<file path="config.mk">
export PLATFORM = sky130hd
export DESIGN_NAME = fswe_front_flat
export DESIGN_NICKNAME = d
export VERILOG_FILES = /design/src/rtl/core/fswe_pkg.sv /design/src/rtl/core/fswe_if.sv /design/src/rtl/core/fswe_front.sv /design/src/flat_wrapper.sv
export SDC_FILE = /design/constraint.sdc
export NUM_CORES = 1
export LEC_CHECK = 0
export BUFFER_PORTS_ARGS = -buffer_cell sky130_fd_sc_hd__clkbuf_2
export CORE_MARGIN = 2
export CORE_UTILIZATION = 56
export DETAILED_ROUTE_END_ITERATION = 10
export HOLD_SLACK_MARGIN = 0.05
export PLACE_DENSITY = 0.8
export REMOVE_ABC_BUFFERS = 1
export SYNTH_ARGS = -nofsm -noshare
export SYNTH_HDL_FRONTEND = slang
export SYNTH_SLANG_ARGS = --single-unit
</file>
<file path="constraint.sdc">
create_clock -name clk -period 3.1 [get_ports clk]
set_input_delay 0.31 -clock clk [delete_from_list [all_inputs] [get_ports clk]]
set_output_delay 0.31 -clock clk [all_outputs]
set_load 0.005 [all_outputs]
</file>
<file path="src/rtl/core/fswe_pkg.sv">
`timescale 1ns / 1ps
package fswe_pkg;
	localparam int STACK_DEPTH = 1024;
	localparam int POOL_WORDS = 1024;
	localparam int CELL_BITS = 32;
	localparam int SP_W = $clog2(STACK_DEPTH + 1);
	localparam int SA_W = $clog2(STACK_DEPTH);
	localparam int PA_W = (POOL_WORDS > 1) ? $clog2(POOL_WORDS) : 1;
	localparam logic [7:0] NEWLINE_CODE = 8'd10;

	typedef enum logic [4:0] {
		CMD_DOT = 5'd0, CMD_DROP = 5'd1, CMD_DUP = 5'd2, CMD_SWAP = 5'd3,
		CMD_OVER = 5'd4, CMD_ROT = 5'd5, CMD_MROT = 5'd6, CMD_DEPTH = 5'd7,
		CMD_TUCK = 5'd8, CMD_STORE = 5'd9, CMD_FETCH = 5'd10, CMD_PSTORE = 5'd11,
		CMD_HERE = 5'd12, CMD_EMIT = 5'd13, CMD_CR = 5'd14, CMD_KEY = 5'd15,
		CMD_COMPILE = 5'd16, CMD_NOP = 5'd17
	} cmd_t;

	typedef enum logic [1:0] {KIND_NONE = 2'd0, KIND_NUM = 2'd1, KIND_CHAR = 2'd2} kind_t;

	// decoded word handed from front to back
	typedef struct packed {
		cmd_t        cmd;
		logic [7:0]  key;
		logic [1:0]  need;
		logic        grow;
		logic        compile_only;
	} word_t;

	typedef enum logic [2:0] {
		ST_CLEAR, ST_IDLE, ST_READ, ST_WAIT, ST_EXEC, ST_POOL, ST_OUT
	} exec_state_t;
endpackage

</file>
<file path="src/rtl/core/fswe_if.sv">
`timescale 1ns / 1ps
interface fswe_cmd_if;
	import fswe_pkg::*;
	logic valid;
	logic ready;
	logic [4:0] command;
	logic [7:0] key_char;
	modport source (output valid, command, key_char, input ready);
	modport sink (input valid, command, key_char, output ready);
endinterface


</file>
<file path="src/rtl/core/fswe_front.sv">
`timescale 1ns / 1ps
module fswe_front
	import fswe_pkg::*;
(
	input  logic     clk,
	input  logic     arst_n,
	fswe_cmd_if.sink cmd,
	output logic     q_valid,
	input  logic     q_pop,
	output word_t    q_word
);
	// two-entry queue of decoded words
	word_t  mem_q [2];
	logic [1:0] cnt_q;
	logic       wr_q, rd_q;
	word_t  dec;
	logic   push;

	always_comb begin
		dec = '0;
		dec.cmd = cmd_t'(cmd.command);
		dec.key = cmd.key_char;
		case (cmd.command)
			CMD_DOT, CMD_DROP, CMD_FETCH, CMD_EMIT: dec.need = 2'd1;
			CMD_DUP: begin dec.need = 2'd1; dec.grow = 1'b1; end
			CMD_SWAP, CMD_STORE, CMD_PSTORE: dec.need = 2'd2;
			CMD_OVER, CMD_TUCK: begin dec.need = 2'd2; dec.grow = 1'b1; end
			CMD_ROT, CMD_MROT: dec.need = 3;
			CMD_DEPTH, CMD_HERE, CMD_KEY: dec.grow = 1'b1;
			CMD_COMPILE: dec.compile_only = 1'b1;
			CMD_CR, CMD_NOP: ;
			default: dec.cmd = CMD_NOP;
		endcase
	end

	assign cmd.ready = (cnt_q != 2'd2);
	assign push = cmd.valid && cmd.ready;
	assign q_valid = (cnt_q != 2'd0);
	assign q_word = mem_q[rd_q];

	always_ff @(posedge clk) begin
		if (push) mem_q[wr_q] <= dec;
	end

	always_ff @(posedge clk or negedge arst_n) begin
		if (!arst_n) begin
			cnt_q <= '0; wr_q <= 1'b0; rd_q <= 1'b0;
		end else begin
			if (push) wr_q <= ~wr_q;
			if (q_pop) rd_q <= ~rd_q;
			cnt_q <= cnt_q + 2'(push) - 2'(q_pop);
		end
	end
endmodule

</file>
<file path="src/flat_wrapper.sv">
// flat-port wrapper written by rule: the top's interface ports become plain ports
module fswe_front_flat import fswe_pkg::*;
  (clk, arst_n, q_valid, q_pop, q_word, cmd_valid, cmd_command, cmd_key_char, cmd_ready);
  fswe_cmd_if cmd_i ();
  input  logic clk;
  input  logic arst_n;
  output logic q_valid;
  input  logic q_pop;
  output word_t q_word;
  input wire logic [$bits(cmd_i.valid)-1:0] cmd_valid;
  input wire logic [$bits(cmd_i.command)-1:0] cmd_command;
  input wire logic [$bits(cmd_i.key_char)-1:0] cmd_key_char;
  output wire logic [$bits(cmd_i.ready)-1:0] cmd_ready;
  assign cmd_i.valid = cmd_valid;
  assign cmd_i.command = cmd_command;
  assign cmd_i.key_char = cmd_key_char;
  assign cmd_ready = cmd_i.ready;
  fswe_front u_core (.clk(clk), .arst_n(arst_n), .cmd(cmd_i), .q_valid(q_valid), .q_pop(q_pop), .q_word(q_word));
endmodule
</file>
### After elaboration in Yosys (flattened, before gate mapping)

Memory sizes are Yosys's and may differ from the RTL's.
Cells that the tools add are included.

* register bits after elaboration: 4
* input bits: 17
* memories: 1
* RAM bits: 34
* output and inout port bits: 19
* word-level logic and storage cells: 40

* equal/unequal tests: 18
* bitwise gates (word level): 2
* reductions and logical operators: 8
* add/subtract/negate cells: 2
* muxes and demuxes: 6

Memory list
* u_core.mem_q: depth 2, bits a word 17, read ports 1, clocked after Yosys merged registers in 0, wr ports 1, line fswe_front.sv:13 `word_t mem_q [2];`

Operator list (count)
* equality test 5 x 4 -> 1 bit (second input constant): 8
* equality test 5 x 3 -> 1 bit (second input constant): 4
* OR reduction 18 bit: 1
* equality test 5 x 2 -> 1 bit (second input constant): 2
* equality test 5 bit (second input constant): 2
* OR reduction 5 bit: 2
* one-hot mux 2 bit (3 select lines): 1
* OR reduction 6 bit: 1
* equality test 5 x 1 -> 1 bit (second input constant): 1
* zero test 5 bit: 1
* two-way mux 5 bit: 1
* two-way mux 1 bit: 4
* adder 2 x 1 -> 2 bit: 1
* inequality test 2 bit (second input constant): 1
* NOT 1 bit: 2
* nonzero test 2 bit: 1
* OR reduction 2 bit: 1
* subtractor 2 x 1 -> 2 bit: 1
* logical AND 1 bit: 1

### Logic depth before layout (Yosys ltp)

Gate-level depths: netlist of the first run.

* word-level depth: 4
* depth in mapped cells: 6
* mapped depth without buffers: 6

### Worst setup path before layout of the first run

Ideal clock, no wire load.

* path kind: register -> register
* start point: reg u_core.cnt_q[1]
* end point: mem u_core.mem_q[0][0] in the netlist's numbering (enable)
* setup slack: 1350 ps
* required time: 2710 ps
* library setup time: 390 ps
* data arrival time: 1360 ps
* cell stages (with the launch flop): 4
* path buffers: 0
* clock period less this slack: 1750 ps
* cell sequence: dfrtp_1 nand2b_1 nand2_1 nor2_1

* cells in the longest elaborated chain, start to end: 4

Ends and longest elaborated chain
* start, declared: line fswe_front.sv:14 `logic [1:0] cnt_q;`
* start signal, assigned: line fswe_front.sv:51 `cnt_q <= cnt_q + 2'(push) - 2'(q_pop);`
* inequality test 2 bit: line fswe_front.sv:36 `assign cmd.ready = (cnt_q != 2'd2);`
* net cmd_ready: line flat_wrapper.sv:13 `output wire logic [$bits(cmd_i.ready)-1:0] cmd_ready;`
* logical AND 1 bit: line fswe_front.sv:37 `assign push = cmd.valid && cmd.ready;`
* two-way mux 1 bit: line fswe_front.sv:42 `if (push) mem_q[wr_q] <= dec;`
* two-way mux 1 bit (not written as such): line fswe_front.sv:42
* end, declared: line fswe_front.sv:13

The timed path passes the listed nets, and every way through them passes these cells.

==> impl_summary.md, run 1 <==
Critical path
The critical path goes through mux2_1 -> clkbuf_2. Of all nets on the critical path, the largest fanout is 18. The largest stage delay on the critical path is 0.86 ns. Data arrives at the worst endpoint at 1.70 ns.

The data required time at the worst endpoint is 2.79 ns. The worst path buffer plus inverter count is 1. The slowest stage of the critical path is the sky130_fd_sc_hd__dfrtp_1 cell. The kind of end point of the critical path is a primary output. The critical path launch point type is a flop. The critical path is of the flop to primary output type. The cell family with the largest share of critical-path delay is flip-flops.

Pwr
The proportion of power drawn by the clock network is 16.0%. The combinational share of power is 28.2%. The switching share of power is 28.8%. In this run the power density over the cells is 777 mW/mm^2. The power dissipated by switching net loads is 0.000408 W. The worst IR drop on VDD is 0.000596 V. The internal power is 0.00101 W. For this design the static power due to leakage is 0.721 nW. In this run, flip-flops and latches consume 55.8% of the power.

STA
Dividing the final minimum period by the clock period gives 64.9%. The count of pins over their slew limit is 0. The time the worst path needs with I/O delays and setup is 2.01 ns. In the post-route analysis, the smallest setup slack over all paths is 1.09 ns.

The post-route worst hold slack is 0.175 ns. The clock arrives with 0.00773 ns of skew. Timing would allow up to 497 MHz. Headroom to the max-slew limit came out at 47.4%. The total setup violations reported at the end of the flow is 0.

Setup repair after global routing left no endpoint under its margin. For the pin with the worst max-slew slack, the measured transition is 0.788 ns. The number of hold violations in the final report is 0. Setup total negative slack on the finished layout was measured at 0 ns.

Yosys
A synthesized cell averages 16.4 um^2. The unique cell type count in the Yosys netlist is 27. The number of warnings printed during yosys synthesis is 0. The number of standard cells after synthesis is 96. The synthesized design contains 38 register bits. The netlist area before placement is 0.00158 mm^2. The most used flip-flop cell after synthesis is sky130_fd_sc_hd__edfxtp_1. After synthesis, flip-flops and latches occupy 71.0% of the total area. Counting flops with a built-in enable in the synthesized netlist gives 34. The proportion of register bits with asynchronous set or reset after synthesis is 10.5%.

Die
The number of top-level pins is 36. The starting density of the core is 58.3%. The total die area is 0.00326 mm^2. The region available for standard cell placement spans 0.00271 mm^2. The vertical die dimension is 57.1 um. The die is 57.1 um wide. The number of rows created at floorplan is 19.

Routing
The routed wire length per instance is 14.4 um. In the routed layout, each cell is associated on average with a via count of 5.32. The total number of vias is 888. The post-route antenna net violation count is 0. The starting DRC count in detailed routing is 20.

The first-pass detailed-route iteration total is 4. The residual DRC count is 0. Wires add up to 2410 um.

Placement
The count of input and output buffers is 35. The worst setup slack after placement is 1.43 ns. The HPWL after detailed placement is 1730 um. At the end of routability-driven placement, the weighted congestion stood at 0.720.

The cell count after placement is 158.

Worst hold path
The worst hold-check path type is primary input to flop.

Final layout
The net count reported at finish is 154. Of the cells placed in the final design, the portion with a size suffix greater than 1 is 33.8%. The filler cell count in the final layout is 202. The count of antenna diodes in the layout is 0.

The non-filler instance count after layout is 167. The post-synthesis to final-layout area growth is 15.5%.

CTS
Buffers inserted during clock tree synthesis total 5. Clock-pin slew was measured on the worst setup and hold paths at 0.11 ns. The clock passes through at most 2 buffers. The clock tree synthesis step divided the H-tree into 2 levels.

TritonCTS built the clock tree. The CTS root buffer is sky130_fd_sc_hd__clkbuf_4. The clock sink count is 38. The insertion delay to the later sink of the worst-skew pair is 0.33 ns.

Global route
The via count of the first global-routing pass is 860. Across every metal layer, demand over resource in global routing totals 16.4%. The wire length of the first global-routing pass is 3840 um.

The initial antenna violation count was 0. Entering global routing, the biggest net connects 19 pins. Global routing finished with a remaining overflow of 0.

Run
Across the run, the number of max-cap violations was 0.

Outcome
The flow ran to the end, and the final reports show no timing, DRC or antenna violations.
## stage by stage
step	instance area (um^2)	util [%]	total power (W)
3_3_place_gp	1770	65.1	0.00120
2_1_floorplan	1540	-	0.00102
5_1_grt	1820	67.3	0.00151
4_1_cts	1820	67.3	0.00144
3_5_place_dp	1770	65.1	0.00121
6_report	1820	67.3	0.00142
## power groups by stage
stage	clock, W	sequential, W	combinational [W]
after CTS	0.000237	0.000794	0.000411
after detailed placement	0	0.000806	0.000406
final	0.000227	0.000791	0.000400
after global routing	0.000259	0.000808	0.000445
after global placement	0	0.000797	0.000399
after floorplan	0	0.000778	0.000239
## placed cells by master (no fill, tap or decap), types with 3 or more instances in the layout
master,Yosys,routed
sky130_fd_sc_hd__clkbuf_2,0,35
sky130_fd_sc_hd__xnor2_1,3,3
sky130_fd_sc_hd__clkbuf_4,0,5
sky130_fd_sc_hd__a21oi_1,3,3
sky130_fd_sc_hd__nor2_1,4,4
sky130_fd_sc_hd__mux2_1,17,17
sky130_fd_sc_hd__clkbuf_1,2,3
sky130_fd_sc_hd__edfxtp_1,34,34
sky130_fd_sc_hd__nor2b_1,3,3
sky130_fd_sc_hd__dfrtp_1,4,4
## registers in the layout (all words and copies together) (netlist names)
| signal | cells |
|---|---|
| u_core.mem_q | 34 |
| u_core.cnt_q | 2 |
| u_core.rd_q | 1 |
| u_core.wr_q | 1 |
## per-layer routing
layer / track usage (%) / vias to the layer above / share of wire (%)
met1: 18.5 / 428 / 39
met5: 0 / - / 0
met2: 27.8 / 27 / 53
met4: 9.97 / 0 / 2.4
met3: 4.54 / 4 / 5.3
li1: - / 429 / -
## kinds of logic after synthesis
logic type	synth area share, %
compound gates	3.49
simple gates	6.42
buf+inv	3.17
flops	71.0
mux	12.1
fa+ha+maj	1.58
xor+xnor	2.22
## final timing paths
path	start	to	slack, ns	cells after the start
setup / recovery	u_core.rd_q	q_word[13]	1.09	2
hold / removal	cmd_key_char[0]	u_core.mem_q[0][4]	0.18	1
setup reg to reg	u_core.cnt_q[1]	u_core.mem_q[1][8]	1.52	2
hold reg to reg	u_core.wr_q	u_core.wr_q	0.50	1
max in group asynchronous	arst_n	u_core.wr_q	2.67	2
min in group asynchronous	arst_n	u_core.cnt_q[1]	0.31	2
## cell type report
type	instances	area, um^2	share of cell area (%)
Sequential cell	38	1120	61.5
Clock buffer	8	48.8	2.67
Timing Repair Buffer	37	193	10.6
Tap cell	31	38.8	2.13
Multi-Input combinational cell	49	408	22.4
Inverter	4	15.0	0.823
## synth_stat cells (all sizes together), types with 2 or more instances
library cell / n / area share, %
nand2: 2 / 0.48
inv: 4 / 0.95
clkbuf: 2 / 0.48
a21oi: 4 / 1.5
edfxtp: 34 / 65
and3: 2 / 0.79
buf: 3 / 1.7
mux2: 17 / 12
o21ai: 3 / 0.95
nor2: 4 / 0.95
dfrtp: 4 / 6.3
xnor2: 3 / 1.7
ha: 2 / 1.6
nor2b: 3 / 1.2
## timing repair
action | 4_1_cts | 5_1_grt
gates resized for setup | 0 | 0
endpoints found under the hold margin | 4 | 0
hold buffers | 1 | 0
buffers inserted | 0 | 0
No activity file was read; power rests on OpenSTA's default activity.
==> run 2, diff against run 1 <==
Settings changed: CORE_UTILIZATION 56 to 52, PLACE_DENSITY 0.8 to 0.75.
Clock period 3.1 ns to 2.08 ns, I/O delays scaled along.
==> impl_summary.md, run 2 (synthesized netlist as in run 1, its figures left out) <==
Critical path
The critical path data arrival time is 1.62 ns (-0.08 ns). The biggest fanout along the worst timing path is 12 (-6). The worst setup path is captured at a primary output.

The worst-case register-to-register setup slack came to 0.76 ns (-0.76 ns). In this run the critical register-to-register path is captured at u_core.cnt_q[1]. The number of cells on the worst reg-to-reg path is 6 (+4). The worst path buffer plus inverter count is 2 (+1). On the critical path the largest part of the delay comes from flip-flops.

The critical setup path kind is flop to primary output. The worst register-to-register path begins at u_core.cnt_q[0]. The total number of cells along the worst setup path is 3 (+1). The data required time at the worst endpoint is 1.87 ns (-0.92 ns). The slowest stage of the critical path is the sky130_fd_sc_hd__dfrtp_1 cell. The worst setup path is launched from a flop. The critical path goes through buf_4 -> mux2_1 -> clkbuf_2.

The largest stage delay on the critical path is 0.53 ns (-0.33 ns).

Routing
The total number of vias came to 890 (+0.23%). The ratio of routed vias to standard cells is 5.14 (-3.3%). The wire length reported by the detailed router is 2440 um (+1.3%). The routed wire length per instance is 14.1 um (-2.2%).

The residual DRC count came to 0 (unchanged). The post-route antenna net violation count came to 0 (unchanged). The first-pass detailed-route iteration total came to 4 (unchanged). The starting DRC count in detailed routing is 6 (-70%).

CTS
TritonCTS built the clock tree. The insertion delay to the later sink of the worst-skew pair is 0.34 ns (about the same). The number of buffers between clock root and the deepest sink came to 2 (unchanged). The count of H-tree levels built during CTS is 2 (unchanged). The buffers inserted during post-CTS setup optimization was 0 (unchanged). The post-cts resize count came to 0 (unchanged).

The tree is rooted in a sky130_fd_sc_hd__clkbuf_4. The clock sink count is 38 (unchanged). The clock-pin slew on the worst setup and hold paths came to 0.10 ns (about the same). The number of buffers added by the clock tree synthesis step is 5 (unchanged).

Placement
The post-placement cell area is 0.00178 mm^2 (+0.85%). The last weighted congestion value of the routability-driven placer is 0.732 (+1.7%). The count of input and output buffers came to 35 (unchanged). The worst setup slack after placement is 0.609 ns (-0.817 ns). The HPWL after detailed placement is 1650 um (-4.3%).

Pwr
The leakage power is 0.748 nW (+3.8%). The worst IR drop on VDD is 0.000616 V (+3.4%). The power density over cell area is 1150 mW/mm^2 (+48%).

STA
For this run, the top clock speed supported by timing is 548 MHz. Setup repair after global routing left no endpoint under its margin. The total setup violations reported at the end of the flow came to 0 (unchanged).

The portion of the clock cycle consumed by the worst path in the final layout is 87.7%. The tightest slew margin relative to the limit came to 80.1% (+33 points). The clock tree skew after final layout was 0.00748 ns (-0.000247 ns). The slew of the pin with the lowest slew margin came to 0.298 ns (-0.491 ns). The count of pins over their slew limit is 0 (unchanged). The clock period could shrink to 1.82 ns. The number of hold violations in the final report is 0 (unchanged).

The final setup slack of the worst path came to 0.256 ns (-0.832 ns). The sum of negative setup slack is 0 ns (unchanged).

Run
The max capacitance violation total is 0 (unchanged).

Global route
The initial antenna violation count is 0 (unchanged). The overall global routing resource usage is 15.9% (-0.47 points). The maximum number of pins on one net before global-route repair was 18 (-1). The wire length of the first global-routing pass is 3950 um (+2.9%). The via count of the first global-routing pass is 849 (-1.3%). The total global routing overflow was 0 (unchanged).

Final layout
The largest registers in the layout are u_core.mem_q (34), u_core.cnt_q (2). The layout cell share with drive strength beyond 1 is 33.8% (about the same). The final instance area is 0.00188 mm^2 (+3.0%).

The final standard cell utilization of the core was 66.4% (-0.88 points). The filler cell count in the final layout is 205 (+1.5%). The number of flip-flops under the largest register name came to 34 (unchanged). Relative to the synthesized area, the layout overhead comes to 19.0%. The library cells used most frequently in the layout, excluding fill and tap cells, are sky130_fd_sc_hd__clkbuf_2 (35), sky130_fd_sc_hd__edfxtp_1 (34), sky130_fd_sc_hd__mux2_1 (17).

The count of antenna diodes in the layout came to 0 (unchanged). The register name with the most flops is u_core.mem_q. The net count reported at finish is 160 (+3.9%). Leaving out fill and tap cells, the most frequent cell in the layout is sky130_fd_sc_hd__clkbuf_2.

Die
The total die area is 0.00349 mm^2 (+7.1%). The vertical die dimension is 59.1 um (+3.5%). The chip width came to 59.1 um (+3.5%). The number of rows created at floorplan is 19 (unchanged). The core box area was 0.00283 mm^2 (+4.4%). The number of top-level pins is 36 (unchanged).

The starting density of the core came to 55.8% (-2.4 points).

Worst hold path
In this run the worst hold path is classified as primary input to flop. The hold path startpoint is cmd_key_char[2]. The cell count of the worst hold path is 1 (unchanged). The endpoint of the worst hold path is u_core.mem_q[0][6].

Outcome
The flow ran to the end, and the final reports show no timing, DRC or antenna violations.
==> run 2: worst register-to-register path, stage by stage (launching register included) <==
cell and delay [ns]:
sky130_fd_sc_hd__dfrtp_1 0.39, sky130_fd_sc_hd__nand2b_1 0.17, sky130_fd_sc_hd__nand2_1 0.14, sky130_fd_sc_hd__inv_2 0.05
sky130_fd_sc_hd__ha_1 0.20, sky130_fd_sc_hd__xnor2_1 0.17, sky130_fd_sc_hd__xnor2_1 0.14
==> run 2: worst max path at each step <==
| stage | slack (ns) | from | endpoint |
|---|---|---|---|
| finish | 0.26 | u_core.rd_q | q_word[2] |
| global route | 0.17 | u_core.rd_q | q_word[2] |
| CTS | 0.22 | u_core.rd_q | q_word[2] |
| detailed placement | 0.61 | u_core.rd_q | q_word[2] |
| global placement | 0.65 | u_core.rd_q | q_word[2] |
| floorplan | 0.33 | u_core.cnt_q[1] | u_core.mem_q[0][0] |
==> run 2: layout make-up <==
cell class              count  area [um^2]  area share [%]
clock inverters             1         3.75           0.200
clock buffers               7         45.0            2.40
repair buffers             43          248            13.2
inverters                   4         15.0           0.799
well taps                  31         38.8            2.06
multi-input cells          49          408            21.7
flip-flops and latches     38         1120            59.7
==> run 2: timing repair <==
item,in CTS,in global routing
setup endpoints to repair,0,0
hold endpoints to repair,12,0
hold buffers,5,0
==> run 2: report_power, final <==
group	leakage, nW	total [W]	internal [W]	switching (W)
sequential	0.364	0.00113	0.00105	0.0000746
combinational	0.357	0.000682	0.000340	0.000342
clock	0.0269	0.000347	0.000130	0.000218
==> run 2: per-stage QoR <==
step,instances,hold WS (ns),total power (W)
6_report,173,0.0636,0.00216
5_1_grt,173,0.0516,0.00230
4_1_cts,173,0.0506,0.00219
3_5_place_dp,160,0.0246,0.00184
3_3_place_gp,160,0.0194,0.00180
2_1_floorplan,91,-0.0876,0.00152
==> run 2: per-layer routing <==
layer	vias up	wire, um	global-route usage, %
met4	0	46	6.82
met1	419	1110	20.6
met2	27	1110	23.8
met5	-	0	0
li1	438	-	-
met3	6	167	6.55
